[src/rtl/core/prlsd_pkg.sv]
package prlsd_pkg;

  localparam int unsigned MAX_PACKETS = 4;

  typedef enum logic [2:0] {
    PH_COUNT,
    PH_LONG_HI,
    PH_LONG_LO,
    PH_COLOR,
    PH_HALT
  } phase_t;

  typedef enum logic [1:0] {
    MODE_RAW   = 2'd0,
    MODE_PURE  = 2'd1,
    MODE_MIXED = 2'd2,
    MODE_BAD   = 2'd3
  } mode_t;

  typedef enum logic [1:0] {
    REG_LINE_WIDTH   = 2'd0,
    REG_PACKET_COUNT = 2'd1,
    REG_PACKET_MASKS = 2'd2,
    REG_PACKET_MODES = 2'd3
  } reg_index_t;

  localparam logic [15:0] LINE_WIDTH_RST   = 16'd1;
  localparam logic [2:0]  PACKET_COUNT_RST = 3'd1;
  localparam logic [15:0] PACKET_MASKS_RST = 16'd240;
  localparam logic [7:0]  PACKET_MODES_RST = 8'd0;

  localparam logic [7:0] LONG_RUN_MARK = 8'h80;
  localparam logic [8:0] SHORT_RUN_BIAS = 9'd127;

  typedef struct packed {
    logic [15:0] x_start;
    logic [15:0] run_length;
    logic [3:0]  component_mask;
    logic [7:0]  red;
    logic [7:0]  green;
    logic [7:0]  blue;
    logic [7:0]  alpha;
    logic [1:0]  packet_index;
    logic        last_in_line;
    logic        error;
  } span_t;

endpackage

[src/rtl/core/prlsd_channels.sv]
interface prlsd_stream_if;
  logic       valid;
  logic       ready;
  logic       command;
  logic [7:0] data_byte;

  modport source (output valid, command, data_byte, input ready);
  modport sink (input valid, command, data_byte, output ready);
endinterface

interface prlsd_span_if;
  logic        valid;
  logic        ready;
  logic [15:0] x_start;
  logic [15:0] run_length;
  logic [3:0]  component_mask;
  logic [7:0]  red;
  logic [7:0]  green;
  logic [7:0]  blue;
  logic [7:0]  alpha;
  logic [1:0]  packet_index;
  logic        last_in_line;
  logic        error;

  modport source (
    output valid, x_start, run_length, component_mask, red, green, blue, alpha,
           packet_index, last_in_line, error,
    input  ready
  );
  modport sink (
    input  valid, x_start, run_length, component_mask, red, green, blue, alpha,
           packet_index, last_in_line, error,
    output ready
  );
endinterface

interface prlsd_cfg_if;
  logic        valid;
  logic        ready;
  logic [1:0]  index;
  logic [15:0] data;

  modport source (output valid, index, data, input ready);
  modport sink (input valid, index, data, output ready);
endinterface

[src/rtl/core/pic_run_length_scanline_decoder.sv]
// channel  dir  word                              handshake
// stream   in   command, data_byte                valid/ready
// span     out  x_start .. error (one span)       valid/ready
// cfg      in   index, data (register write)      valid/ready, ready always high
//
// One compressed byte per cycle while stream.ready is high; a byte is decoded in the cycle it is taken.
// A span from a taken byte is registered into the output register, or into the skid register if the head stalls.
// A skid register behind the output holds one more span while the head stalls;
// stream.ready drops only while that skid register is full.
// Reset is synchronous; decoder state, config and output queue clear at once.
module pic_run_length_scanline_decoder import prlsd_pkg::*; (
  input logic          clk,
  input logic          rst,
  prlsd_stream_if.sink stream,
  prlsd_span_if.source span,
  prlsd_cfg_if.sink    cfg
);

  logic [15:0] line_width;
  logic [2:0]  packet_count;
  logic [15:0] packet_masks;
  logic [7:0]  packet_modes;

  phase_t      phase, phase_next;
  logic [15:0] column, column_next;
  logic [1:0]  pkt, pkt_next;
  logic [15:0] pend, pend_next;
  logic [1:0]  slot, slot_next;
  logic        rep, rep_next;
  logic [7:0]  latch [4];
  logic [7:0]  latch_next [4];

  span_t res, head, skid;
  logic  res_valid, head_valid, skid_valid;
  logic  accept, head_load;

  assign accept       = stream.valid && stream.ready;
  assign stream.ready = !skid_valid;
  assign cfg.ready    = 1'b1;
  assign head_load    = !head_valid || span.ready;

  always_comb begin
    logic [15:0] w, rest, n, run_n, len;
    logic [3:0]  m;
    mode_t       mode;
    logic [2:0]  nc, effc, run_nc, seen;
    logic [8:0]  sn;
    logic [7:0]  b;
    logic [16:0] end_sum;
    logic [1:0]  s1;
    logic        run_go, run_rep, do_comp, do_fail, do_emit, last, ended, stored;

    phase_next = phase;
    column_next = column;
    pkt_next = pkt;
    pend_next = pend;
    slot_next = slot;
    rep_next = rep;
    latch_next = latch;
    res = '0;
    res_valid = 1'b0;

    b = stream.data_byte;
    w = (line_width == 16'd0) ? 16'd1 : line_width;
    if (packet_count == 3'd0) begin
      effc = 3'd1;
    end else if (packet_count > 3'(MAX_PACKETS)) begin
      effc = 3'(MAX_PACKETS);
    end else begin
      effc = packet_count;
    end
    m = packet_masks[{pkt, 2'b00} +: 4];
    mode = mode_t'(packet_modes[{pkt, 1'b0} +: 2]);
    nc = 3'($countones(m));
    rest = w - column;
    last = ({1'b0, pkt} + 3'd1) >= effc;

    n = '0;
    sn = '0;
    run_n = '0;
    run_nc = '0;
    run_go = 1'b0;
    run_rep = 1'b0;
    do_comp = 1'b0;
    do_fail = 1'b0;
    do_emit = 1'b0;
    len = '0;
    seen = '0;
    stored = 1'b0;
    s1 = '0;
    end_sum = '0;
    ended = 1'b0;

    if (accept) begin
      if (stream.command) begin
        column_next = '0;
        pkt_next = '0;
        phase_next = PH_COUNT;
        slot_next = '0;
        pend_next = '0;
        rep_next = 1'b0;
      end else if (phase != PH_HALT) begin
        if (mode == MODE_BAD || (mode == MODE_RAW && nc == 3'd0) || column >= w) begin
          do_fail = 1'b1;
        end else begin
          unique case (phase)
            PH_COUNT: begin
              if (mode == MODE_RAW) begin
                rep_next = 1'b0;
                pend_next = '0;
                slot_next = '0;
                do_comp = 1'b1;
              end else if (mode == MODE_PURE) begin
                run_go = 1'b1;
                run_n = ({8'd0, b} < rest) ? {8'd0, b} : rest;
                run_rep = 1'b1;
                run_nc = nc;
              end else if (b == LONG_RUN_MARK) begin
                phase_next = PH_LONG_HI;
              end else begin
                sn = (b > LONG_RUN_MARK) ? ({1'b0, b} - SHORT_RUN_BIAS)
                                         : ({1'b0, b} + 9'd1);
                n = {7'd0, sn};
                if (n > rest) begin
                  do_fail = 1'b1;
                end else begin
                  run_go = 1'b1;
                  run_n = n;
                  run_rep = (b > LONG_RUN_MARK);
                  run_nc = nc;
                end
              end
            end
            PH_LONG_HI: begin
              pend_next = {b, 8'h00};
              phase_next = PH_LONG_LO;
            end
            PH_LONG_LO: begin
              n = {pend[15:8], b};
              if (n > rest) begin
                do_fail = 1'b1;
              end else begin
                run_go = 1'b1;
                run_n = n;
                run_rep = 1'b1;
                run_nc = (nc == 3'd0 && n == 16'd0) ? 3'd1 : nc;
              end
            end
            default: do_comp = 1'b1;
          endcase
        end
      end
    end

    if (run_go) begin
      rep_next = run_rep;
      pend_next = run_n;
      slot_next = '0;
      if (run_nc == 3'd0) begin
        phase_next = PH_COUNT;
        pend_next = '0;
        do_emit = (run_n != 16'd0);
        len = run_n;
      end else begin
        phase_next = PH_COLOR;
      end
    end

    if (do_comp) begin
      if ({1'b0, slot_next} < nc) begin
        for (int c = 0; c < 4; c++) begin
          if (m[3-c]) begin
            if (seen == {1'b0, slot_next} && !stored) begin
              latch_next[c] = b;
              stored = 1'b1;
            end
            seen = seen + 3'd1;
          end
        end
      end
      s1 = slot_next + 2'd1;
      if (s1 == 2'd0 || {1'b0, s1} >= nc) begin
        slot_next = '0;
        if (rep_next) begin
          phase_next = PH_COUNT;
          do_emit = (pend_next != 16'd0);
          len = pend_next;
          pend_next = '0;
        end else begin
          n = (pend_next != 16'd0) ? pend_next - 16'd1 : 16'd0;
          phase_next = (n != 16'd0 && mode != MODE_RAW) ? PH_COLOR : PH_COUNT;
          pend_next = (mode == MODE_RAW) ? 16'd0 : n;
          do_emit = 1'b1;
          len = 16'd1;
        end
      end else begin
        slot_next = s1;
        phase_next = PH_COLOR;
      end
    end

    if (do_emit) begin
      end_sum = {1'b0, column} + {1'b0, len};
      ended = end_sum >= {1'b0, w};
      res_valid = 1'b1;
      res.x_start = column;
      res.run_length = len;
      res.component_mask = m;
      res.red = m[3] ? latch_next[0] : 8'd0;
      res.green = m[2] ? latch_next[1] : 8'd0;
      res.blue = m[1] ? latch_next[2] : 8'd0;
      res.alpha = m[0] ? latch_next[3] : 8'd0;
      res.packet_index = pkt;
      res.last_in_line = ended && last;
      res.error = 1'b0;
      column_next = end_sum[15:0];
      if (ended) begin
        pkt_next = last ? 2'd0 : pkt + 2'd1;
        column_next = '0;
        phase_next = PH_COUNT;
        slot_next = '0;
        pend_next = '0;
        rep_next = 1'b0;
      end
    end

    if (do_fail) begin
      res_valid = 1'b1;
      res.x_start = column;
      res.component_mask = m;
      res.packet_index = pkt;
      res.error = 1'b1;
      phase_next = PH_HALT;
    end
  end

  always_ff @(posedge clk) begin
    if (rst) begin
      line_width <= LINE_WIDTH_RST;
      packet_count <= PACKET_COUNT_RST;
      packet_masks <= PACKET_MASKS_RST;
      packet_modes <= PACKET_MODES_RST;
      phase <= PH_COUNT;
      column <= '0;
      pkt <= '0;
      pend <= '0;
      slot <= '0;
      rep <= 1'b0;
      for (int i = 0; i < 4; i++) begin
        latch[i] <= '0;
      end
      head_valid <= 1'b0;
      skid_valid <= 1'b0;
    end else begin
      if (cfg.valid && cfg.ready) begin
        unique case (reg_index_t'(cfg.index))
          REG_LINE_WIDTH:   line_width <= cfg.data;
          REG_PACKET_COUNT: packet_count <= cfg.data[2:0];
          REG_PACKET_MASKS: packet_masks <= cfg.data;
          REG_PACKET_MODES: packet_modes <= cfg.data[7:0];
        endcase
      end
      phase <= phase_next;
      column <= column_next;
      pkt <= pkt_next;
      pend <= pend_next;
      slot <= slot_next;
      rep <= rep_next;
      latch <= latch_next;
      if (head_load) begin
        head_valid <= skid_valid || res_valid;
        skid_valid <= 1'b0;
      end else if (res_valid) begin
        skid_valid <= 1'b1;
      end
    end
  end

  always_ff @(posedge clk) begin
    if (head_load) begin
      head <= skid_valid ? skid : res;
    end else if (res_valid) begin
      skid <= res;
    end
  end

  assign span.valid = head_valid;
  assign span.x_start = head.x_start;
  assign span.run_length = head.run_length;
  assign span.component_mask = head.component_mask;
  assign span.red = head.red;
  assign span.green = head.green;
  assign span.blue = head.blue;
  assign span.alpha = head.alpha;
  assign span.packet_index = head.packet_index;
  assign span.last_in_line = head.last_in_line;
  assign span.error = head.error;

endmodule

[src/flat_wrapper.sv]
// flat-port wrapper written by rule: the top's interface ports become plain ports
module pic_run_length_scanline_decoder_flat import prlsd_pkg::*;
  (clk, rst, stream_valid, stream_command, stream_data_byte, stream_ready, span_valid, span_x_start, span_run_length, span_component_mask, span_red, span_green, span_blue, span_alpha, span_packet_index, span_last_in_line, span_error, span_ready, cfg_valid, cfg_index, cfg_data, cfg_ready);
  prlsd_stream_if stream_i ();
  prlsd_span_if span_i ();
  prlsd_cfg_if cfg_i ();
  input logic clk;
  input logic rst;
  input wire logic [$bits(stream_i.valid)-1:0] stream_valid;
  input wire logic [$bits(stream_i.command)-1:0] stream_command;
  input wire logic [$bits(stream_i.data_byte)-1:0] stream_data_byte;
  output wire logic [$bits(stream_i.ready)-1:0] stream_ready;
  output wire logic [$bits(span_i.valid)-1:0] span_valid;
  output wire logic [$bits(span_i.x_start)-1:0] span_x_start;
  output wire logic [$bits(span_i.run_length)-1:0] span_run_length;
  output wire logic [$bits(span_i.component_mask)-1:0] span_component_mask;
  output wire logic [$bits(span_i.red)-1:0] span_red;
  output wire logic [$bits(span_i.green)-1:0] span_green;
  output wire logic [$bits(span_i.blue)-1:0] span_blue;
  output wire logic [$bits(span_i.alpha)-1:0] span_alpha;
  output wire logic [$bits(span_i.packet_index)-1:0] span_packet_index;
  output wire logic [$bits(span_i.last_in_line)-1:0] span_last_in_line;
  output wire logic [$bits(span_i.error)-1:0] span_error;
  input wire logic [$bits(span_i.ready)-1:0] span_ready;
  input wire logic [$bits(cfg_i.valid)-1:0] cfg_valid;
  input wire logic [$bits(cfg_i.index)-1:0] cfg_index;
  input wire logic [$bits(cfg_i.data)-1:0] cfg_data;
  output wire logic [$bits(cfg_i.ready)-1:0] cfg_ready;
  assign stream_i.valid = stream_valid;
  assign stream_i.command = stream_command;
  assign stream_i.data_byte = stream_data_byte;
  assign stream_ready = stream_i.ready;
  assign span_valid = span_i.valid;
  assign span_x_start = span_i.x_start;
  assign span_run_length = span_i.run_length;
  assign span_component_mask = span_i.component_mask;
  assign span_red = span_i.red;
  assign span_green = span_i.green;
  assign span_blue = span_i.blue;
  assign span_alpha = span_i.alpha;
  assign span_packet_index = span_i.packet_index;
  assign span_last_in_line = span_i.last_in_line;
  assign span_error = span_i.error;
  assign span_i.ready = span_ready;
  assign cfg_i.valid = cfg_valid;
  assign cfg_i.index = cfg_index;
  assign cfg_i.data = cfg_data;
  assign cfg_ready = cfg_i.ready;
  pic_run_length_scanline_decoder u_core (.clk(clk), .rst(rst), .stream(stream_i), .span(span_i), .cfg(cfg_i));
endmodule
[config.mk]
export PLATFORM = sky130hd
export DESIGN_NAME = pic_run_length_scanline_decoder_flat
export DESIGN_NICKNAME = d
export VERILOG_FILES = /design/src/rtl/core/prlsd_pkg.sv /design/src/rtl/core/prlsd_channels.sv /design/src/rtl/core/pic_run_length_scanline_decoder.sv /design/src/flat_wrapper.sv
export SDC_FILE = /design/constraint.sdc
export NUM_CORES = 1
export LEC_CHECK = 0
export ABC_AREA = 1
export BUFFER_PORTS_ARGS = -buffer_cell sky130_fd_sc_hd__buf_2
export CAP_MARGIN = 10
export CORE_ASPECT_RATIO = 0.5
export CORE_MARGIN = 2
export CORE_UTILIZATION = 50
export CTS_BUF_LIST = sky130_fd_sc_hd__clkbuf_4 sky130_fd_sc_hd__clkbuf_8 sky130_fd_sc_hd__clkbuf_16
export DETAILED_ROUTE_END_ITERATION = 8
export PLACE_DENSITY = 0.65
export SYNTH_ARGS = -nofsm -noshare
export SYNTH_HDL_FRONTEND = slang
export SYNTH_SLANG_ARGS = --single-unit
[constraint.sdc]
create_clock -name clk -period 10.1 [get_ports clk]
set_input_delay 1.01 -clock clk [delete_from_list [all_inputs] [get_ports clk]]
set_output_delay 1.01 -clock clk [all_outputs]
set_load 0.01 [all_outputs]
==> results of run 1 <==
[worst min-delay path, stage by stage (launching register included)]
cell,delay [ps]
dfxtp_1,310
nand2_1,60
a21oi_1,50
[registers in the layout, summed over array words and instances, names as in the netlist, 4 cells and up]
register,cells
u_core.column,16
u_core.span.component_mask,4
u_core.span.red,8
u_core.span.x_start,16
u_core.latch,32
u_core.pend,16
u_core.line_width,16
u_core.skid,72
u_core.span.green,8
u_core.packet_masks,16
u_core.span.blue,8
u_core.span.alpha,8
u_core.packet_modes,8
u_core.span.run_length,16
[per-stage QoR]
stage	hold WS (ps)	total power, mW
final	465.4	2.595
after floorplan	428.7	1.525
after CTS	461.6	2.596
after detailed placement	442.9	1.662
after global routing	479.4	2.704
after global placement	445.3	1.657
[metal layers]
metal | up-vias | GRT usage (%)
met4 | 0 | 5.077
met5 | - | 0.4511
met3 | 61 | 6.866
met2 | 550 | 39.35
met1 | 6222 | 40.51
li1 | 6693 | -
[worst min path at each step]
stage	start	endpoint	cells past startpoint
after floorplan	u_core.packet_masks[4]	u_core.packet_masks[4]	2
after global placement	u_core.packet_masks[5]	u_core.packet_masks[5]	2
after detailed placement	u_core.packet_masks[5]	u_core.packet_masks[5]	2
after CTS	u_core.packet_masks[5]	u_core.packet_masks[5]	2
after global routing	u_core.packet_masks[4]	u_core.packet_masks[4]	2
final	u_core.packet_modes[1]	u_core.packet_modes[1]	2
[power breakdown]
group          total, mW  switching, mW  internal [mW]
clock              0.940          0.420          0.521
combinational      0.466          0.331          0.135
sequential          1.19         0.0173           1.17
total               2.59          0.768           1.83
[layout by cell type, fill, tap and decap left out, drive strengths merged, types with 7 or more instances in the layout]
master,instances
o22ai,27
ha,78
nand3,168
inv,238
nand4,14
o21bai,12
xor2,22
a21oi,120
edfxtp,144
buf,127
nand2,468
nor4,7
clkinv,19
clkbuf,30
dfxtp,117
a32oi,10
o21ai,136
nor2,250
and2,12
nor3,19
[cells by family (layout without fill, tap and decap cells)]
logic type	Yosys count	in the layout
DFF	261	261
muxes	1	1
buffers and inverters	320	418
and+or+nand+nor	945	945
AOI/OAI and AO/OA	334	334
xor gates and xnor gates	27	27
adders and majority gates	80	80
other	1	1
[cell type report]
| class | instances | area share, % |
|---|---|---|
| multi-input cells | 1388 | 43.35 |
| flip-flops and latches | 261 | 39.38 |
| inverters | 246 | 5.482 |
| repair buffers | 127 | 4.152 |
| clock buffers | 30 | 3.915 |
| well taps | 399 | 2.948 |
| clock inverters | 15 | 0.7757 |
[what timing repair did]
action,CTS,global route
buffers inserted,0,5
gates resized for setup,0,13
endpoints found under the setup margin,0,39
==> metrics.yaml, run 1 <==
synth.area.mux_share_pct: 0.06560
synthCells: 1969
finalSetupViolations: 0
leakage_nw: 7.547
vias: 13526
finalWirelength_mm: 44.40
placed_cells: 2416
synth_edf_count: 144
top_layer: "met4"
nNetsFinal: 2161
die_area_mm2: 0.03202
rr_startpoint: "u_core.line_width[11]"
drt_pass1_iterations: 6
crit_buf_inv: 7
grt_pass1_vias: 11879
min_path_type: "reg -> reg"
max_cap_violations: 0
yosysMostFrequentCell: "nand2_1"
rows: 45
area_growth_pct: 11.00
yosys_most_used_dff: "edfxtp_1"
yosysSeqAreaShare_pct: 43.69
synth-warning-count: 0
critical_path_arrival_ps: 9680
portBuffers: 105
ff_latch_area_mm2: 0.006669
fin_crit_sh_pct: 91.59
p_per_area_mw_per_mm2: 153.2
start_kind: "flop"
outcome: "finished clean"
dpl_cell_area_mm2: 0.01605
synth_area_leaders: "edfxtp_1 (28%), dfxtp_1 (15%), nand2_1 (11%)"
fin_skew_ps: 22.42
async_flop_share_pct: 0
cp_slowest_cell: "nor4_1"
n_fill_cell: 2843
cts_tree: "yes"
crit_start: "u_core.line_width[11]"
reg2reg_slack_ps: 850
wire_per_inst_um: 18.00
path_common_cell: "a21oi_1"
drc_errors: 0
setup_slack_ps: 849.7
synth_common_cells: "nand2_1 (437), inv_1 (228), nor2_1 (228), nand3_1 (157), edfxtp_1 (144)"
relSlewSlack_pct: 35.48
yosys.area_share.simple_pct: 27.36
ff2ff_path_depth: 58
cp_top_family: "simple AND/OR/NAND/NOR gates"
multi_input_area_mm2: 0.007342
diodes: 0
io-pin-count: 107
cp_num_cells: 58
synth_adder_area_share_pct: 6.658
synth-compound-area-share_pct: 12.20
ys_ff_latch: 261
htreeDepth: 1
final_area_mm2: 0.01694
netlist.area_leader.share_pct: 28.34
fmax_mhz: 108.1
post-route-util_pct: 56.12
clk_pin_slew_worst_paths_ps: 70
vdd_ir_drop_max_mv: 0.1170
rr_endpoint: "u_core.pend[8]"
drt-met1-wl_mm: 21.07
routabilityCongestion: 0.9849
yosys.area.top_type: "edfxtp_1"
finalSetupTns_ps: 0
rsz0062_at_grt: "false"
insertion_delay_ps: 550
crit_type: "reg -> reg"
cts.sinks: 261
hpwl_mm: 33.39
overflow: 0
vias_per_cell: 5.485
initial_core_util_pct: 50.56
crit_required_ps: 10530
grt_max_degree: 74
period_minus_slack_ps: 9250
root_buffer: "clkbuf_16"
ant_nets: 0
synth.avg_cell_area_um2: 7.749
crit_path_end: "u_core.pend[8]"
core_mm2: 0.03018
grt_use_total_pct: 27.02
dr_wl_met2_mm: 18.30
synth_top_family_by_area: "simple AND/OR/NAND/NOR gates"
slew_viol_final: 0
netlist_area_mm2: 0.01526
chipWidth_um: 251.1
synth_xor_area_share_pct: 1.550
yosysUniqueCellTypes: 53
cts_hold_buffers: 0
die_y_um: 127.5
antenna_found_initial: 0
wl_met3_mm: 4.272
clock_path_buffers: 3
drtIter0Drc: 1398
max_stage_delay_ps: 450
end_kind: "flop"
synth.net_count: 2081
drive_gt1_share_pct: 12.72
path_max_fanout: 17
grt_pass1_wl_mm: 67.14
numCtsBuffers: 25
finalHoldViolations: 0
fin_cells: 2466
tightest_slew_ps: 964.2
dp_slack_ps: 101.6
(Power assumes the default switching activity.)
==> run 2: changes to the inputs <==
- CORE_UTILIZATION: 50 -> 40
- PLACE_DENSITY: 0.65 -> 0.54
==> metrics.yaml, run 2 (synthesis results as in run 1) <==
outcome: "finished clean"  # unchanged
clock_path_buffers: 3  # unchanged
drive_gt1_share_pct: 13.09  # was 12.72%
chipWidth_um: 280.2  # was 251.1 µm
ff2ff_path_depth: 55  # was 58
hpwl_mm: 34.74  # was 33.39 mm
relSlewSlack_pct: 29.73  # was 35.48%
fin_crit_sh_pct: 90.71  # was 91.59%
wire_per_inst_um: 18.02  # was 18.00 µm
rr_endpoint: "u_core.phase[0]"  # was u_core.pend[8]
max_cap_violations: 0  # unchanged
finalSetupViolations: 0  # unchanged
tightest_slew_ps: 1050  # was 964.2 ps
critical_path_arrival_ps: 9640  # was 9680 ps
crit_type: "reg -> reg"  # unchanged
vias_per_cell: 5.220  # was 5.485
drc_errors: 0  # unchanged
reg_top3: "u_core.skid (72), u_core.latch (32)"  # unchanged
overflow: 0  # unchanged
nNetsFinal: 2162  # was 2161
n_fill_cell: 3785  # was 2843
hold_end: "u_core.packet_masks[5]"  # was u_core.packet_modes[1]
top_register: "u_core.skid"  # unchanged
end_kind: "flop"  # unchanged
min_path_type: "reg -> reg"  # unchanged
io-pin-count: 107  # unchanged
cts_tree: "yes"  # unchanged
layout_common_cells: "nand2_1 (433), nor2_1 (228), inv_1 (223)"  # unchanged
total_power_mw: 2.669  # was 2.595 mW
root_buffer: "clkbuf_16"  # unchanged
reg2reg_slack_ps: 940  # was 850 ps
rr_startpoint: "u_core.pkt[0]"  # was u_core.line_width[11]
min_path_cells: 2  # unchanged
antenna_found_initial: 0  # unchanged
worstHoldStart: "u_core.packet_masks[5]"  # was u_core.packet_modes[1]
max_stage_delay_ps: 520  # was 450 ps
rows: 50  # was 45
cts_hold_buffers: 0  # unchanged
finalHoldViolations: 0  # unchanged
htreeDepth: 1  # unchanged
final_common_cell: "nand2_1"  # unchanged
die_area_mm2: 0.03982  # was 0.03202 mm²
initial_core_util_pct: 40.72  # was 50.56%
crit_start: "u_core.pkt[0]"  # was u_core.line_width[11]
period_minus_slack_ps: 9162  # was 9250 ps
vias: 13384  # was 13526
fin_skew_ps: 24.41  # was 22.42 ps
crit_required_ps: 10580  # was 10530 ps
cp_slowest_cell: "a32oi_2"  # was nor4_1
numCtsBuffers: 26  # was 25
finalSetupTns_ps: 0  # unchanged
drtIter0Drc: 1153  # was 1398
vdd_ir_drop_max_mv: 0.09379  # was 0.1170 mV
p_per_area_mw_per_mm2: 155.6  # was 153.2 mW/mm²
cts.sinks: 261  # unchanged
grt_pass1_vias: 12101  # was 11879
leakage_nw: 7.591  # was 7.547 nW
clk_pin_slew_worst_paths_ps: 70  # about the same
finalWirelength_mm: 46.20  # was 44.40 mm
grt_pass1_wl_mm: 71.13  # was 67.14 mm
start_kind: "flop"  # unchanged
slew_viol_final: 0  # unchanged
ant_nets: 0  # unchanged
ff_latch_area_mm2: 0.006669  # unchanged
portBuffers: 105  # unchanged
core_mm2: 0.03747  # was 0.03018 mm²
routabilityCongestion: 0.9875  # was 0.9849
fmax_mhz: 109.1  # was 108.1 MHz
area_growth_pct: 12.39  # was 11.00%
largest_reg_flops: 72  # unchanged
grt_use_total_pct: 23.14  # was 27.02%
rsz0062_at_grt: "false"  # unchanged
diodes: 0  # unchanged
path_max_fanout: 26  # was 17
grt_max_degree: 74  # unchanged
die_y_um: 142.1  # was 127.5 µm
insertion_delay_ps: 570  # was 550 ps
drt_pass1_iterations: 6  # unchanged
multi_input_area_mm2: 0.007366  # was 0.007342 mm²
## run 2: cell count changes in the layout (fill, tap and decap cells not counted), sizes merged
cell / change
clkinv: -3
clkinvlp: -1
clkbuf: +6
inv: +1
## run 2: layer usage
layer	wire length, µm	track usage, %
met1	22950	35.14
met2	18870	33.79
met3	3538	4.744
met4	840	4.419
met5	0	0
## run 2: worst max-delay path: cells and delay by family, from the launching register on
kind                       cells  cell delay [ps]
DFF                            1              370
adders and majority gates      7             2120
AOI/OAI and AO/OA             16             2680
xor gates and xnor gates       1              120
and+or+nand+nor               23             2710
buffers and inverters          8             1060
## run 2: layout make-up
type | count | share of cell area [%]
tap | 494 | 3.604
inverter | 246 | 5.414
clock inverter | 12 | 0.7369
sequential | 261 | 38.89
timing repair buffer | 127 | 4.100
multi-input combinational | 1388 | 42.95
clock buffer | 36 | 4.305
## run 2: power breakdown
part	leakage, nW	internal (mW)	switching [mW]	total [mW]
Combinational	4.73	0.136	0.336	0.472
Clock	0.438	0.566	0.443	1.01
Sequential	2.43	1.17	0.0160	1.19
## run 2: how the worst max path moves through the flow
stage / endpoint / cells after the start
after floorplan: u_core.rep / 60
after global routing: u_core.phase[0] / 57
after CTS: u_core.phase[0] / 56
after detailed placement: u_core.phase[0] / 56
after global placement: u_core.phase[1] / 57
final: u_core.phase[0] / 55
## run 2: metrics by stage
stage	worst slack [ps]	utilization (%)	area (µm²)	instances	hold WS [ps]
2_1_floorplan	1008	-	15260	1969	428.7
3_3_place_gp	302.4	43.22	16190	2513	443.1
3_5_place_dp	137.0	43.22	16190	2513	444.0
4_1_cts	131.3	45.52	17060	2561	461.9
5_1_grt	67.74	45.76	17150	2564	476.8
6_report	938.2	45.76	17150	2564	464.8
## run 2: repair_timing
item | in CTS | in global routing
resized for setup | 0 | 16
setup endpoints to repair | 0 | 39
setup buffers | 0 | 3
